<file path="config.mk">
export PLATFORM = sky130hd
export DESIGN_NAME = pal_ctrl
export DESIGN_NICKNAME = d
export VERILOG_FILES = /design/src/hw/rtl/pal_pkg.sv /design/src/hw/rtl/pal_ctrl.sv
export SDC_FILE = /design/constraint.sdc
export NUM_CORES = 1
export LEC_CHECK = 0
export ABC_AREA = 0
export BUFFER_PORTS_ARGS = -buffer_cell sky130_fd_sc_hd__buf_4
export CAP_MARGIN = 25
export CORE_AREA = 2 2 39 41
export CTS_CLUSTER_DIAMETER = 200
export DETAILED_ROUTE_END_ITERATION = 16
export DIE_AREA = 0 0 41 43
export GPL_ROUTABILITY_DRIVEN = 0
export PLACE_DENSITY = 0.65
export SETUP_SLACK_MARGIN = 0.2
export SLEW_MARGIN = 10
export SYNTH_ARGS = -nofsm -noshare
export SYNTH_HDL_FRONTEND = slang
export SYNTH_SLANG_ARGS = --single-unit
</file>
<file path="constraint.sdc">
create_clock -name clock -period 1.8 [get_ports clock]
set_input_delay 0.36 -clock clock [delete_from_list [all_inputs] [get_ports clock]]
set_output_delay 0.36 -clock clock [all_outputs]
set_load 0.03 [all_outputs]
</file>
<file path="src/hw/rtl/pal_pkg.sv">
// ---------------------------------------------------------------------------
// pal_pkg
// Shared types for the positional array list: request kinds and the command
// and status bundles between the controller and the datapath.
// ---------------------------------------------------------------------------
package pal_pkg;

   typedef enum logic [1:0] {
      KIND_GET    = 2'd0,
      KIND_LOCATE = 2'd1,
      KIND_INSERT = 2'd2,
      KIND_DELETE = 2'd3
   } kind_type;

   typedef struct packed {
      logic load;
      logic idx_init;
      logic idx_step;
      logic rd;
      logic wr_shift;
      logic wr_value;
      logic set_ok;
      logic take_rval;
      logic take_found;
      logic count_inc;
      logic count_dec;
   } cmd_type;

   typedef struct packed {
      kind_type kind;
      logic     pos_ok;
      logic     more;
      logic     match;
   } status_type;

endpackage

</file>
<file path="src/hw/rtl/pal_ctrl.sv">
// ---------------------------------------------------------------------------
// pal_ctrl
// Sequencer for the list: dispatches on the request kind, steps the scan and
// shift loops one entry at a time and raises the result strobe.
// ---------------------------------------------------------------------------
module pal_ctrl
   import pal_pkg::*;
(
   input  logic       clock,
   input  logic       reset,
   input  logic       start,
   input  status_type st,
   output cmd_type    cmd,
   output logic       busy,
   output logic       rsp_strobe
);

   typedef enum logic [2:0] {
      ST_IDLE,
      ST_EVAL,
      ST_GET,
      ST_LOC_RD,
      ST_LOC_CMP,
      ST_SHIFT_RD,
      ST_SHIFT_WR,
      ST_FINISH
   } state_type;

   state_type state_ff, state_in;
   logic      busy_ff, busy_in;
   logic      strobe_ff, strobe_in;

   always_comb begin
      cmd      = '0;
      state_in = state_ff;
      unique case (state_ff)
         ST_IDLE: begin
            if (start) begin
               cmd.load = 1'b1;
               state_in = ST_EVAL;
            end
         end
         ST_EVAL: begin
            cmd.idx_init = 1'b1;
            unique case (st.kind) inside
               KIND_GET: begin
                  if (st.pos_ok) begin
                     cmd.rd   = 1'b1;
                     state_in = ST_GET;
                  end else begin
                     state_in = ST_IDLE;
                  end
               end
               KIND_LOCATE: begin
                  cmd.set_ok = 1'b1;
                  state_in   = ST_LOC_RD;
               end
               KIND_INSERT, KIND_DELETE: begin
                  state_in = st.pos_ok ? ST_SHIFT_RD : ST_IDLE;
               end
               default: state_in = ST_IDLE;
            endcase
         end
         ST_GET: begin
            cmd.take_rval = 1'b1;
            state_in      = ST_IDLE;
         end
         ST_LOC_RD: begin
            if (st.more) begin
               cmd.rd   = 1'b1;
               state_in = ST_LOC_CMP;
            end else begin
               state_in = ST_IDLE;
            end
         end
         ST_LOC_CMP: begin
            if (st.match) begin
               cmd.take_found = 1'b1;
               state_in       = ST_IDLE;
            end else begin
               cmd.idx_step = 1'b1;
               state_in     = ST_LOC_RD;
            end
         end
         ST_SHIFT_RD: begin
            if (st.more) begin
               cmd.rd   = 1'b1;
               state_in = ST_SHIFT_WR;
            end else begin
               state_in = ST_FINISH;
            end
         end
         ST_SHIFT_WR: begin
            cmd.wr_shift = 1'b1;
            cmd.idx_step = 1'b1;
            state_in     = ST_SHIFT_RD;
         end
         ST_FINISH: begin
            cmd.set_ok = 1'b1;
            if (st.kind == KIND_INSERT) begin
               cmd.wr_value  = 1'b1;
               cmd.count_inc = 1'b1;
            end else begin
               cmd.count_dec = 1'b1;
            end
            state_in = ST_IDLE;
         end
         default: state_in = ST_IDLE;
      endcase
   end

   assign busy_in   = (state_in != ST_IDLE);
   assign strobe_in = (state_ff != ST_IDLE) && (state_in == ST_IDLE);

   always_ff @(posedge clock) begin
      if (reset) begin
         state_ff  <= ST_IDLE;
         busy_ff   <= 1'b0;
         strobe_ff <= 1'b0;
      end else begin
         state_ff  <= state_in;
         busy_ff   <= busy_in;
         strobe_ff <= strobe_in;
      end
   end

   assign busy       = busy_ff;
   assign rsp_strobe = strobe_ff;

   a_accept_busy: assert property (@(posedge clock) disable iff (reset)
      (start && !busy) |=> busy)
      else $error("accepted item did not raise busy");

   a_strobe_after_work: assert property (@(posedge clock) disable iff (reset)
      rsp_strobe |-> (!busy && $past(busy)))
      else $error("result strobe without preceding work");

   a_idle_not_busy: assert property (@(posedge clock) disable iff (reset)
      (state_ff == ST_IDLE) |-> !busy)
      else $error("busy while idle");

endmodule

</file>
# Word level (Yosys, flattened, before mapping)

Index checks and enable logic that the tools add are counted.

Register bits after elaboration: 5
Output and inout port bits: 13
Logic and storage cells: 49

Equality and inequality tests: 10
Mux-type cells: 27
Reduce and logical (&&, ||, !) cells: 9

Operators by type and width:

| kind                                          | count |
|---|---|
| case mux 3 bit (7 select lines)               | 1 |
| two-way mux 1 bit                             | 16 |
| == test 3 bit, second input constant          | 4 |
| two-way mux 3 bit                             | 3 |
| case mux 3 bit (3 select lines)               | 1 |
| == test 3 x 2 -> 1 bit, second input constant | 2 |
| zero test 3 bit                               | 2 |
| two-way mux 2 bit                             | 3 |
| case mux 1 bit (2 select lines)               | 3 |
| nonzero test 3 bit                            | 2 |
| OR reduction 2 bit                            | 3 |
| == test 2 bit, second input constant          | 2 |
| == test 3 x 1 -> 1 bit, second input constant | 1 |
| == test 2 x 1 -> 1 bit, second input constant | 1 |
| zero test 2 bit                               | 1 |
| logical AND 1 bit                             | 1 |

# Depth between registers and ports, before layout

Gate-level depths: netlist (run 1).

Depth in word-level cells: 6
Gate-level depth with buffers: 5

# Worst setup path before layout (run 1)

Ideal clock, no wire load.

Path type: reg-to-output
From: reg state_ff[1]
To: out cmd[5] in the netlist's numbering
Data arrival time: 1932 ps
Path slack: -492 ps
Cell stages (with the launch flop): 6
Path buffers: 3
Cell sequence: dfxtp_1 -> buf_2 -> clkbuf_1 -> nand3_1 -> nor3b_1 -> buf_4

RTL lines:

| item                   | RTL line        | source |
|---|---|---|
| start, declared        | pal_ctrl.sv:29  | `state_type state_ff, state_in;` |
| start signal, assigned | pal_ctrl.sv:121 | `state_ff <= state_in;` |
| end, declared          | pal_ctrl.sv:13  | `output cmd_type cmd,` |

==> results of run 1 <==
==> registers in the layout (all words and copies together), names as in the netlist <==
register / count
busy: 1
rsp_strobe: 1
state_ff: 3
==> cell families (layout without fill, tap and decap cells) <==
logic type,count (synthesis),in the layout,synth area share (%)
compound gates,11,11,17.1
xor+xnor,1,1,2.17
buf+inv,9,38,9.63
flops,5,5,24.8
mux,1,1,2.48
simple gates,28,28,43.8
==> critical path: cells and delay by family (launching register included) <==
kind | cells | cell delay (ns)
compound gates | 2 | 0.27
buf+inv | 1 | 0.13
flops | 1 | 0.40
simple gates | 2 | 0.20
==> worst paths after layout <==
check / from / end / slack (ns) / cells past startpoint
setup / recovery: state_ff[1] / cmd[7] / 0.19 / 5
hold / removal: reset / state_ff[0] / 0.31 / 2
setup reg to reg: state_ff[1] / rsp_strobe / 0.33 / 6
hold reg to reg: state_ff[1] / state_ff[1] / 0.74 / 3
==> cell usage in the layout (no fill, tap or decap), types with 2 or more instances in the layout <==
cell and n:
sky130_fd_sc_hd__buf_4 23, sky130_fd_sc_hd__nor2_1 6, sky130_fd_sc_hd__buf_6 6, sky130_fd_sc_hd__nor3_1 4, sky130_fd_sc_hd__a21oi_1 3, sky130_fd_sc_hd__clkbuf_4 3, sky130_fd_sc_hd__and3b_1 2, sky130_fd_sc_hd__inv_1 2
sky130_fd_sc_hd__nand3b_1 2, sky130_fd_sc_hd__o21ai_0 2, sky130_fd_sc_hd__dfxtp_1 2, sky130_fd_sc_hd__dfxtp_4 2
==> where the power goes <==
group          leakage (nW)  total (mW)  internal [mW]  switching [mW]
sequential           0.0428       0.122          0.116         0.00648
clock                0.0150       0.132         0.0840          0.0480
combinational         0.303       0.131         0.0648          0.0666
total                 0.360       0.386          0.265           0.121
==> repair_timing <==
item,4_1_cts,5_1_grt
buffers inserted,2,7
resized for setup,8,13
setup endpoints to repair,9,8
pin swaps,0,7
==> final cells by class <==
cell class | instances | area, µm² | area share (%)
Sequential cell | 5 | 109 | 14.2
Multi-Input combinational cell | 41 | 324 | 42.3
Clock buffer | 4 | 26.3 | 3.43
Timing Repair Buffer | 31 | 275 | 35.9
Inverter | 3 | 11.3 | 1.47
Tap cell | 16 | 20.0 | 2.61
==> through the flow <==
stage                     cells  power, mW  setup WS [ns]
after floorplan              55      0.192         0.0218
after global placement       87      0.231          0.251
after detailed placement     87      0.232          0.209
after CTS                    93      0.363          0.201
after global routing        100      0.407          0.158
final                       100      0.386          0.189
==> routing by layer <==
layer,vias to the layer above,track usage (%),share of wire [%]
met4,0,6.00,1.0
met2,26,23.8,51
met1,248,17.1,41
met5,-,0,0
met3,2,3.14,6.8
li1,255,-,-
==> impl_summary.md, run 1 <==
Flow run
Max-cap violations in this run came to 0.

Final layout
The share of layout cells above drive strength 1 is 56.0%. The final-layout fill cell count is 140. The utilization after layout is 55.3%. 0 antenna diodes ended up in the layout. The layout net count is 93.

The area growth from synthesis to layout is 90.1%. The finished cells cover 766 µm².

Setup path
STA puts the critical path data required time at 1.44 ns. Along the worst path, the maximum fanout reaches 8. The start-to-end type of the worst setup path is reg2out. The worst setup path is captured at an output pin.

The largest stage delay on the critical path is 0.40 ns. The worst setup path is launched from a flip-flop. At the worst endpoint, the arrival time is 1.25 ns. For this design, the slowest cell found on the critical path is sky130_fd_sc_hd__dfxtp_4. Walking the worst path, the cells encountered are nor2_1 > a32oi_1 > o21ai_1 > and2_1 > buf_6.

Timing
The worst clock skew is 0.00646 ns. The final number of max-transition violations is 0. Setup repair after global routing could not meet its margin everywhere. The worst pin sits at a relative slew slack of 73.9%. The minimum clock period is 1.61 ns. The worst path uses 89.5% of the clock period. At the pin with the least slew margin, the transition time is 0.389 ns. The sum of negative setup slack is 0 ns.

Setup violations remaining at the end of the flow were counted as 0. The number of hold violations in the final report is 0. The final-layout worst hold slack is 0.306 ns. The maximum achievable frequency is 0.621 GHz.

Yosys
Sorting the synthesized cells by how often they occur yields sky130_fd_sc_hd__nor2_1, sky130_fd_sc_hd__dfxtp_1, sky130_fd_sc_hd__a21oi_1, sky130_fd_sc_hd__clkbuf_1, sky130_fd_sc_hd__nor3_1. The number of nets handed over by synthesis was 63. By area the synthesized netlist is led by sky130_fd_sc_hd__dfxtp_1, sky130_fd_sc_hd__nor2_1, sky130_fd_sc_hd__a21oi_1. The cell taking the most area after synthesis is sky130_fd_sc_hd__dfxtp_1.

Of all flip-flops after synthesis, the portion carrying an async set or reset was 0%. The synthesized design contains 5 register bits. The number of enable flip-flop cells after synthesis is 0.

The area of the mapped netlist is 403 µm². Among all flip-flop cells after synthesis, the most frequent one is sky130_fd_sc_hd__dfxtp_1. For this run, the register share of the synthesized area comes to 24.8%.

The gate count after technology mapping is 55. The count of warnings emitted by yosys is 0. Among all cell types in the netlist, the one instantiated most often is sky130_fd_sc_hd__nor2_1. The average cell area after synthesis is 7.33 µm².

The top cell type by area accounts for 24.8% of the synthesized area. Synthesis instantiated 29 different standard cells from the library.

CTS
The clock passes through at most 2 buffers. The CTS buffer count is 3. CTS built an H-tree with a depth of 1. Buffers inserted to repair hold after CTS numbered 0. The clock tree from TritonCTS is done. The tree is rooted in a sky130_fd_sc_hd__clkbuf_4. After clock tree synthesis, the clock-pin slew on the worst setup and hold paths is 0.05 ns. The tree built by TritonCTS fans out to 5 sinks. For the worst-skew pair, the clock arrives at the later sink with an insertion delay of 0.24 ns.

GRT
The initial antenna violation count is 0. The maximum number of pins on one net before global-route repair is 13. The first global-routing pass estimated 1780 µm of wire. The global-route total usage across every layer is 14.5%. For this run the aggregate overflow at the end of global routing stands at 0. The number of global-route vias before repair was 437.

Pwr
Dividing total power by cell area gives a power density of 504 nW/µm². The maximum vdd drop is 0.354 mV. The static leakage is 0.360 nW.

Floorplanning
The floorplan step defined a die boundary enclosing 1760 µm². The placeable core area is 1380 µm². After floorplanning, the core was divided into 14 placement rows. The starting density of the core is 29.1%. The die height is 43 µm. The floorplan step set the die width to 41 µm. The top-level I/O count is 21.

Worst hold path
The path class of the lowest-slack min-delay path is in2reg.

Drt
The number of remaining DRC errors is 0. In this run the remaining antenna-violating nets after routing total 0. After detailed routing, the total wire length is 1250 µm. The wire length per cell is 12.5 µm. The via density per instance is 5.31. The number of iterations in the first detailed-routing pass is 4. The routed layout has 531 vias.

The first routing iteration left 17 violations.

Status
The flow ran to the end, and the final reports show no timing, DRC or antenna violations.

Place
In this run the tool buffered the top-level ports with 20 buffer cells. Once placement finished, the instance area stood at 586 µm². After legalization and detailed placement, the total HPWL measured 738 µm.
(Power assumes the default switching activity.)
==> run 2, diff against run 1 <==
--- a/config.mk
+++ b/config.mk
@@ -9,6 +9,7 @@
 export BUFFER_PORTS_ARGS = -buffer_cell sky130_fd_sc_hd__buf_4
 export CAP_MARGIN = 25
 export CORE_AREA = 2 2 39 41
+export CTS_BUF_LIST = sky130_fd_sc_hd__clkbuf_8
 export CTS_CLUSTER_DIAMETER = 200
 export DETAILED_ROUTE_END_ITERATION = 16
 export DIE_AREA = 0 0 41 43
==> run 2 against run 1 <==
Non-clock buffer count down 3. Combinational power decreased by 6%. Final cell count shrank 3.0%. Wire length down 5.7%. Cell area decreased by 3.6%. Sequential cell count is the same. Clock skew decreased by 0.0038 ns. Critical path depth stayed put. Power grew 16%. Setup slack improved by 0.032 ns. Via count fell by 4.0%. Sequential power hardly changed.
==> impl_summary.md, run 2 (synthesis results as in run 1) <==
Timing
The total of endpoints with negative setup slack in the final report is 0. The minimum clock period is 1.58 ns. The maximum achievable frequency is 0.633 GHz. The worst path uses 87.7% of the clock period. Headroom to the max-slew limit came out at 78.1%. For the pin with the worst max-slew slack, the measured transition is 0.326 ns. Setup repair after global routing could not meet its margin everywhere. The number of hold violations in the final report is 0. The final number of max-transition violations was 0. The sum of negative setup slack is 0 ns.

The clock arrives with 0.00268 ns of skew.

Pwr
The power after layout is 0.448 mW. The cell internal power dissipation is 0.322 mW. The static leakage is 0.349 nW.

The power per cell area is 607 nW/µm². Combinational logic is responsible for 27.5% of the overall power. The clock share of power is 45.2%. The power spent charging and discharging nets is 0.126 mW.

Of the total power, the share spent switching nets is 28.1%. The worst-case IR drop observed on VDD is 0.532 mV. Of the total power, registers draw 27.3%.

Final layout
0 antenna diodes ended up in the layout. The area added between synthesis and finish is 83.2%. The library cell used most frequently in the layout, excluding fill and tap cells, is sky130_fd_sc_hd__buf_4. The layout net count is 90.

The final cell area excluding filler cells is 738 µm². The top register by number of flip-flops is state_ff. The area occupied by multi-input gates is 312 µm². The library cells used most frequently in the layout, excluding fill and tap cells, are sky130_fd_sc_hd__buf_4, sky130_fd_sc_hd__nor2_1, sky130_fd_sc_hd__inv_1, sky130_fd_sc_hd__a21oi_1, sky130_fd_sc_hd__nor3_1.

Of the cells placed in the final design, the portion with a size suffix greater than 1 is 51.9%. The flip-flop and latch area is 109 µm². The number of flip-flops in the largest register is 3.

The final-layout fill cell count is 137.

Drt
The routed design has 1180 µm of wire. The wire length per cell is 12.1 µm. The first detailed-routing pass took 5 iterations.

The via density per instance is 5.26. The detailed router's first-iteration violation count is 17. For this run, design rule violations remaining after detail routing come to 0. The total number of vias is 510. The post-route antenna net violation count is 0.

Floorplanning
For this configuration, the core starts out at a cell density of 29.1%. The placement row count is 14. The top-level I/O count is 21. The width of the chip is 41 µm. The placeable core area is 1380 µm². The floorplan step defined a die boundary enclosing 1760 µm². The die height is 43 µm.

Setup path
The worst setup path is of the reg2out kind. The cell type of the slowest stage on the worst timing path is sky130_fd_sc_hd__dfxtp_4. The largest fanout of any net on the critical path is 8. On the worst path, the slowest cell contributes a delay of 0.39 ns.

The signal on the critical path passes through nor2_1 > a32oi_1 > o21ai_1 > and2_1 > buf_6. The required arrival time at the worst endpoint is 1.44 ns. The arrival time of the worst setup path is 1.22 ns. The worst setup path is launched from a flip-flop. The worst setup path is captured at an output pin. The setup check on the worst reg-to-reg path leaves a slack of 0.36 ns.

GRT
The number of global-route vias before repair was 437. The global-route total usage across every layer is 14.5%. Summed over all layers, the global routing overflow is 0.

The maximum number of pins on one net before global-route repair is 13. The initial antenna violation count was 0. The first-pass GRT wire length is 1780 µm.

CTS
The total of hold buffers inserted after clock tree synthesis is 0. The clock slew at the register clock pins of the worst setup and hold paths is 0.04 ns. TritonCTS built the clock tree. For the worst-skew pair, the clock arrives at the later sink with an insertion delay of 0.22 ns. The number of clock buffers added by TritonCTS is 3. The worst-case clock buffer depth is 2. Counting every sink on the clock net gives 5.

The tree is rooted in a sky130_fd_sc_hd__clkbuf_8. CTS built an H-tree with a depth of 1.

Status
The run finished with clean final reports.

Place
The placed instances occupy a cell area of 586 µm². During placement, the flow inserted port buffers numbering 20. The final HPWL from detailed placement is 738 µm.

Flow run
The number of maximum-capacitance constraint violations is 0.

Worst hold path
The path class of the lowest-slack min-delay path is in2reg.
==> run 2: cell count changes in the layout (fill, tap and decap cells not counted) <==
cell / before / now
sky130_fd_sc_hd__clkbuf_1: 1 / 0
sky130_fd_sc_hd__buf_6: 6 / 3
sky130_fd_sc_hd__a21oi_2: 1 / 0
sky130_fd_sc_hd__inv_1: 2 / 4
sky130_fd_sc_hd__a21oi_1: 3 / 4
sky130_fd_sc_hd__clkbuf_8: 0 / 3
sky130_fd_sc_hd__nor4b_2: 0 / 1
sky130_fd_sc_hd__nor4b_4: 1 / 0
sky130_fd_sc_hd__clkbuf_4: 3 / 0
sky130_fd_sc_hd__inv_2: 1 / 0
==> run 2: final timing paths <==
path / start / endpoint / cells past startpoint
worst max-delay path: state_ff[1] / cmd[7] / 5
worst min register to register: state_ff[1] / state_ff[1] / 2
worst max register to register: state_ff[1] / rsp_strobe / 3
worst min-delay path: reset / state_ff[0] / 2
==> run 2: per-stage QoR <==
stage,utilization (%),cells,hold WS [ns],worst slack [ns]
3_3_place_gp,42.3,87,0.561,0.251
2_1_floorplan,-,55,0.429,0.0218
5_1_grt,53.3,97,0.338,0.192
3_5_place_dp,42.3,87,0.565,0.209
6_report,53.3,97,0.330,0.221
4_1_cts,48.5,93,0.328,0.218
==> run 2: per-layer routing <==
metal	up-vias	GRT usage [%]	part of all wire (%)
li1	249	-	-
met1	235	17.1	43
met2	22	23.8	48
met3	4	3.14	6.4
met4	0	6.00	2.1
met5	-	0	0
==> run 2: power by group through the flow <==
| stage | Sequential [mW] | Combinational [mW] | Clock (mW) |
|---|---|---|---|
| after detailed placement | 0.125 | 0.107 | 0 |
| after CTS | 0.121 | 0.110 | 0.203 |
| after floorplan | 0.131 | 0.0612 | 0 |
| after global routing | 0.123 | 0.132 | 0.214 |
| final | 0.122 | 0.123 | 0.203 |
| after global placement | 0.125 | 0.106 | 0 |
==> run 2: repair_timing <==
item / 4_1_cts / 5_1_grt
gates resized for setup: 6 / 9
pin swaps: 0 / 6
setup endpoints to repair: 8 / 5
setup buffers: 2 / 4
gates cloned: 0 / 0
==> run 2: final cells by class <==
class	count	area share (%)
multi-input cells	41	42.2
clock inverters	1	0.508
clock buffers	3	5.59
well taps	16	2.71
flip-flops and latches	5	14.7
repair buffers	28	32.7
inverters	3	1.53
==> run 2: worst max-delay path, delay by kind of cell (launching register included) <==
family,cells,cell delay [ns]
AO/OA/AOI/OAI,2,0.27
buffers and inverters,1,0.13
flip-flops,1,0.39
AND/OR/NAND/NOR,2,0.19
==> run 3, diff against run 2 <==
--- a/config.mk
+++ b/config.mk
@@ -5,7 +5,7 @@
 export SDC_FILE = /design/constraint.sdc
 export NUM_CORES = 1
 export LEC_CHECK = 0
-export ABC_AREA = 0
+export ABC_AREA = 1
 export BUFFER_PORTS_ARGS = -buffer_cell sky130_fd_sc_hd__buf_4
 export CAP_MARGIN = 25
 export CORE_AREA = 2 2 39 41
@@ -14,7 +14,7 @@
 export DETAILED_ROUTE_END_ITERATION = 16
 export DIE_AREA = 0 0 41 43
 export GPL_ROUTABILITY_DRIVEN = 0
-export PLACE_DENSITY = 0.65
+export PLACE_DENSITY = 0.67
 export SETUP_SLACK_MARGIN = 0.2
 export SLEW_MARGIN = 10
 export SYNTH_ARGS = -nofsm -noshare
==> run 3 against run 2 <==
Global-route usage is 0.50 points higher. Fmax is 2.9% higher. Synthesized area is 6.5% higher. Register-to-register slack better by 0.23 ns. Clock power hardly changed. Wire length is 1.2% lower. Critical path type unchanged. Critical endpoint is now cmd[2]. Largest power group unchanged.
==> impl_summary.md, run 3 <==
Status
The flow ran to the end, and the final reports show no timing, DRC or antenna violations.

CTS
No sink is reached through more buffers than the 2 on the longest clock path. TritonCTS built the clock tree. Clock tree synthesis inserted a total of 3 buffers. The tree is rooted in a sky130_fd_sc_hd__clkbuf_8. The source-to-sink clock delay at the later pin of the worst-skew pair is 0.22 ns. For this design, the sink count on the clock tree is 5. The depth of the CTS H-tree is 1. Clock-pin slew was measured on the worst setup and hold paths at 0.04 ns.

GRT
Global routing used 15.0% of the available tracks. The first global-routing pass estimated 1840 µm of wire. Global routing finished with a remaining overflow of 0.

The number of global-route vias before repair came to 467. The initial antenna violation count was 0. Entering global routing, the biggest net connects 12 pins.

Timing
The final number of max-transition violations was 0. The final-layout worst hold slack is 0.315 ns. Of the available clock period, the critical path in the final layout requires 85.3%. Summed over all failing endpoints, the final setup total negative slack is 0 ns. The number of hold violations in the final report is 0. The worst pin sits at a relative slew slack of 86.5%. The minimum clock period is 1.53 ns. The smallest setup slack after layout is 0.265 ns. The transition time at the pin with the least slew margin is 0.201 ns. The total of endpoints with negative setup slack in the final report is 0. Setup repair after global routing could not meet its margin everywhere. Timing would allow up to 0.652 GHz. The worst clock skew is 0.00469 ns.

Setup path
Counting both buffers and inverters, the worst setup path holds a total of 2. The arrival time of the worst setup path is 1.17 ns. The worst setup path is of the reg2out kind. The critical path goes through inv_4 > nor4_2 > buf_4. The worst setup path is launched from a flip-flop. The largest fanout of any net on the critical path is 11. The required arrival time at the worst endpoint is 1.44 ns. The cell type of the slowest stage on the worst timing path is sky130_fd_sc_hd__dfxtp_4. The critical path capture point type is an output pin. Among cell families on the critical path, the largest total delay comes from flip-flops. In this design, the stage delay of the slowest critical-path cell is 0.43 ns.

Drt
In the final routed layout, each cell accounts on average for 10.3 µm. The via density per instance is 4.70. After detailed routing, the total wire length is 1160 µm. The first detailed-routing pass ran for 4 iterations. For this block, the initial DRC count from the detailed router was 16. The post-route antenna net violation count is 0.

The total number of vias is 531. After detailed routing, the number of remaining DRC violations is 0.

Yosys
The share of Yosys cell area claimed by the top area cell type is 23.3%. Summing every instance area after synthesis gives 429 µm². The most used standard cell by instance count after synthesis is sky130_fd_sc_hd__nand2_1.

After synthesis, the share of flip-flops with an asynchronous set or reset is 0%. Counting flops with a built-in enable in the synthesized netlist gives 0. The average cell area after synthesis is 5.72 µm². The gate count after technology mapping is 75. The number of nets in the synthesized netlist is 83.

Counting distinct cell types in the post-synthesis netlist gives 17. The count of warnings emitted by yosys is 0. By count the netlist is led by sky130_fd_sc_hd__nand2_1, sky130_fd_sc_hd__inv_1, sky130_fd_sc_hd__nor2_1. Counting flops and latches in the post-synthesis netlist gives 5.

The post-synthesis sequential area ratio is 23.3%. The dominant register cell in the synthesized netlist is sky130_fd_sc_hd__dfxtp_1. Yosys attributes the largest share of cell area to sky130_fd_sc_hd__dfxtp_1, sky130_fd_sc_hd__nand2_1, sky130_fd_sc_hd__inv_1. The biggest area contributor in the post-synthesis netlist is sky130_fd_sc_hd__dfxtp_1.

Floorplanning
The placement row count is 14. The floorplan step defined a core boundary enclosing 1380 µm². The die covers 1760 µm². The width of the chip is 41 µm.

The starting density of the core is 31.0%. During I/O placement, the number of pins put on the boundary was 21. The die height is 43 µm.

Pwr
VDD sags by at most 0.440 mV. The static leakage is 0.386 nW. For this design the ratio of total power to cell area is 681 nW/µm².

Final layout
The layout net count is 106. The area added between synthesis and finish is 54.2%. The register with the most flip-flops in the final layout is state_ff.

The share of layout cells above drive strength 1 is 38.1%. The utilization after layout is 47.8%. The register with the most flip-flops in the layout has 3 of them. Summing all non-filler instances in the final layout gives an area of 662 µm². The most common cell after layout, fill and taps aside is sky130_fd_sc_hd__buf_4. Leaving out fill and tap cells, the most frequent cells in the layout are sky130_fd_sc_hd__buf_4, sky130_fd_sc_hd__nand2_1, sky130_fd_sc_hd__inv_1. The repair_antennas step left the layout with diodes totalling 0.

Place
The area after detailed placement is 581 µm². Input and output buffers added on the ports amount to 20. The final HPWL from detailed placement is 829 µm. The pre-CTS worst setup slack is 0.276 ns.

Flow run
Max-cap violations in this run came to 0.

Worst hold path
The min-delay analysis places its worst path in the category in2reg.
-- run 3: cell count changes after synthesis, moves of 3 or more --
cell / previous run / this run
sky130_fd_sc_hd__nand2_1: 1 / 19
sky130_fd_sc_hd__inv_1: 3 / 14
sky130_fd_sc_hd__nand3_1: 1 / 7
sky130_fd_sc_hd__nor2_1: 6 / 11
sky130_fd_sc_hd__clkbuf_1: 4 / 0
sky130_fd_sc_hd__a21oi_1: 4 / 1
-- run 3: per-stage QoR --
| stage | power (mW) | cells |
|---|---|---|
| after floorplan | 0.209 | 75 |
| final | 0.451 | 113 |
| after CTS | 0.452 | 112 |
| after detailed placement | 0.244 | 108 |
| after global placement | 0.244 | 108 |
| after global routing | 0.474 | 113 |
-- run 3: repair_timing --
action                     4_1_cts  5_1_grt
buffers inserted                 0        1
hold buffers                     0        0
cloned                           0        0
setup endpoints to repair        9        8
resized for setup                5        8
pin swaps                        0        2
-- run 3: worst paths after layout --
path	from	to	slack [ns]	cells after the start
setup / recovery	state_ff[2]	cmd[2]	0.27	3
hold / removal	reset	state_ff[2]	0.31	2
setup reg to reg	state_ff[0]	rsp_strobe	0.59	8
hold reg to reg	state_ff[2]	rsp_strobe	0.66	4
-- run 3: cells by family (layout without fill, tap and decap cells) --
group	after synthesis	after routing	synth area share, %
AO/OA/AOI/OAI	6	6	9.04
buffers and inverters	18	40	20.1
flip-flops	5	5	23.3
AND/OR/NAND/NOR	46	46	47.5
-- run 3: area by class of cell --
| type | instances | area, µm² |
|---|---|---|
| Clock buffer | 3 | 41.3 |
| Clock inverter | 1 | 3.75 |
| Fill cell | 142 | 722 |
| Inverter | 15 | 61.3 |
| Multi-Input combinational cell | 52 | 269 |
| Sequential cell | 5 | 111 |
| Tap cell | 16 | 20.0 |
| Timing Repair Buffer | 21 | 155 |
-- run 3: metal layers --
metal	vias up	part of all wire (%)	track usage [%]
li1	281	-	-
met1	238	42	19.0
met2	12	54	23.4
met3	0	4.0	3.14
met4	0	0	6.00
met5	-	0	0
-- run 3: report_power, final --
group | internal, mW | switching [mW] | total (mW)
logic | 0.0461 | 0.0744 | 0.120
clock network | 0.146 | 0.0551 | 0.201
registers | 0.118 | 0.0110 | 0.129
total | 0.310 | 0.140 | 0.451
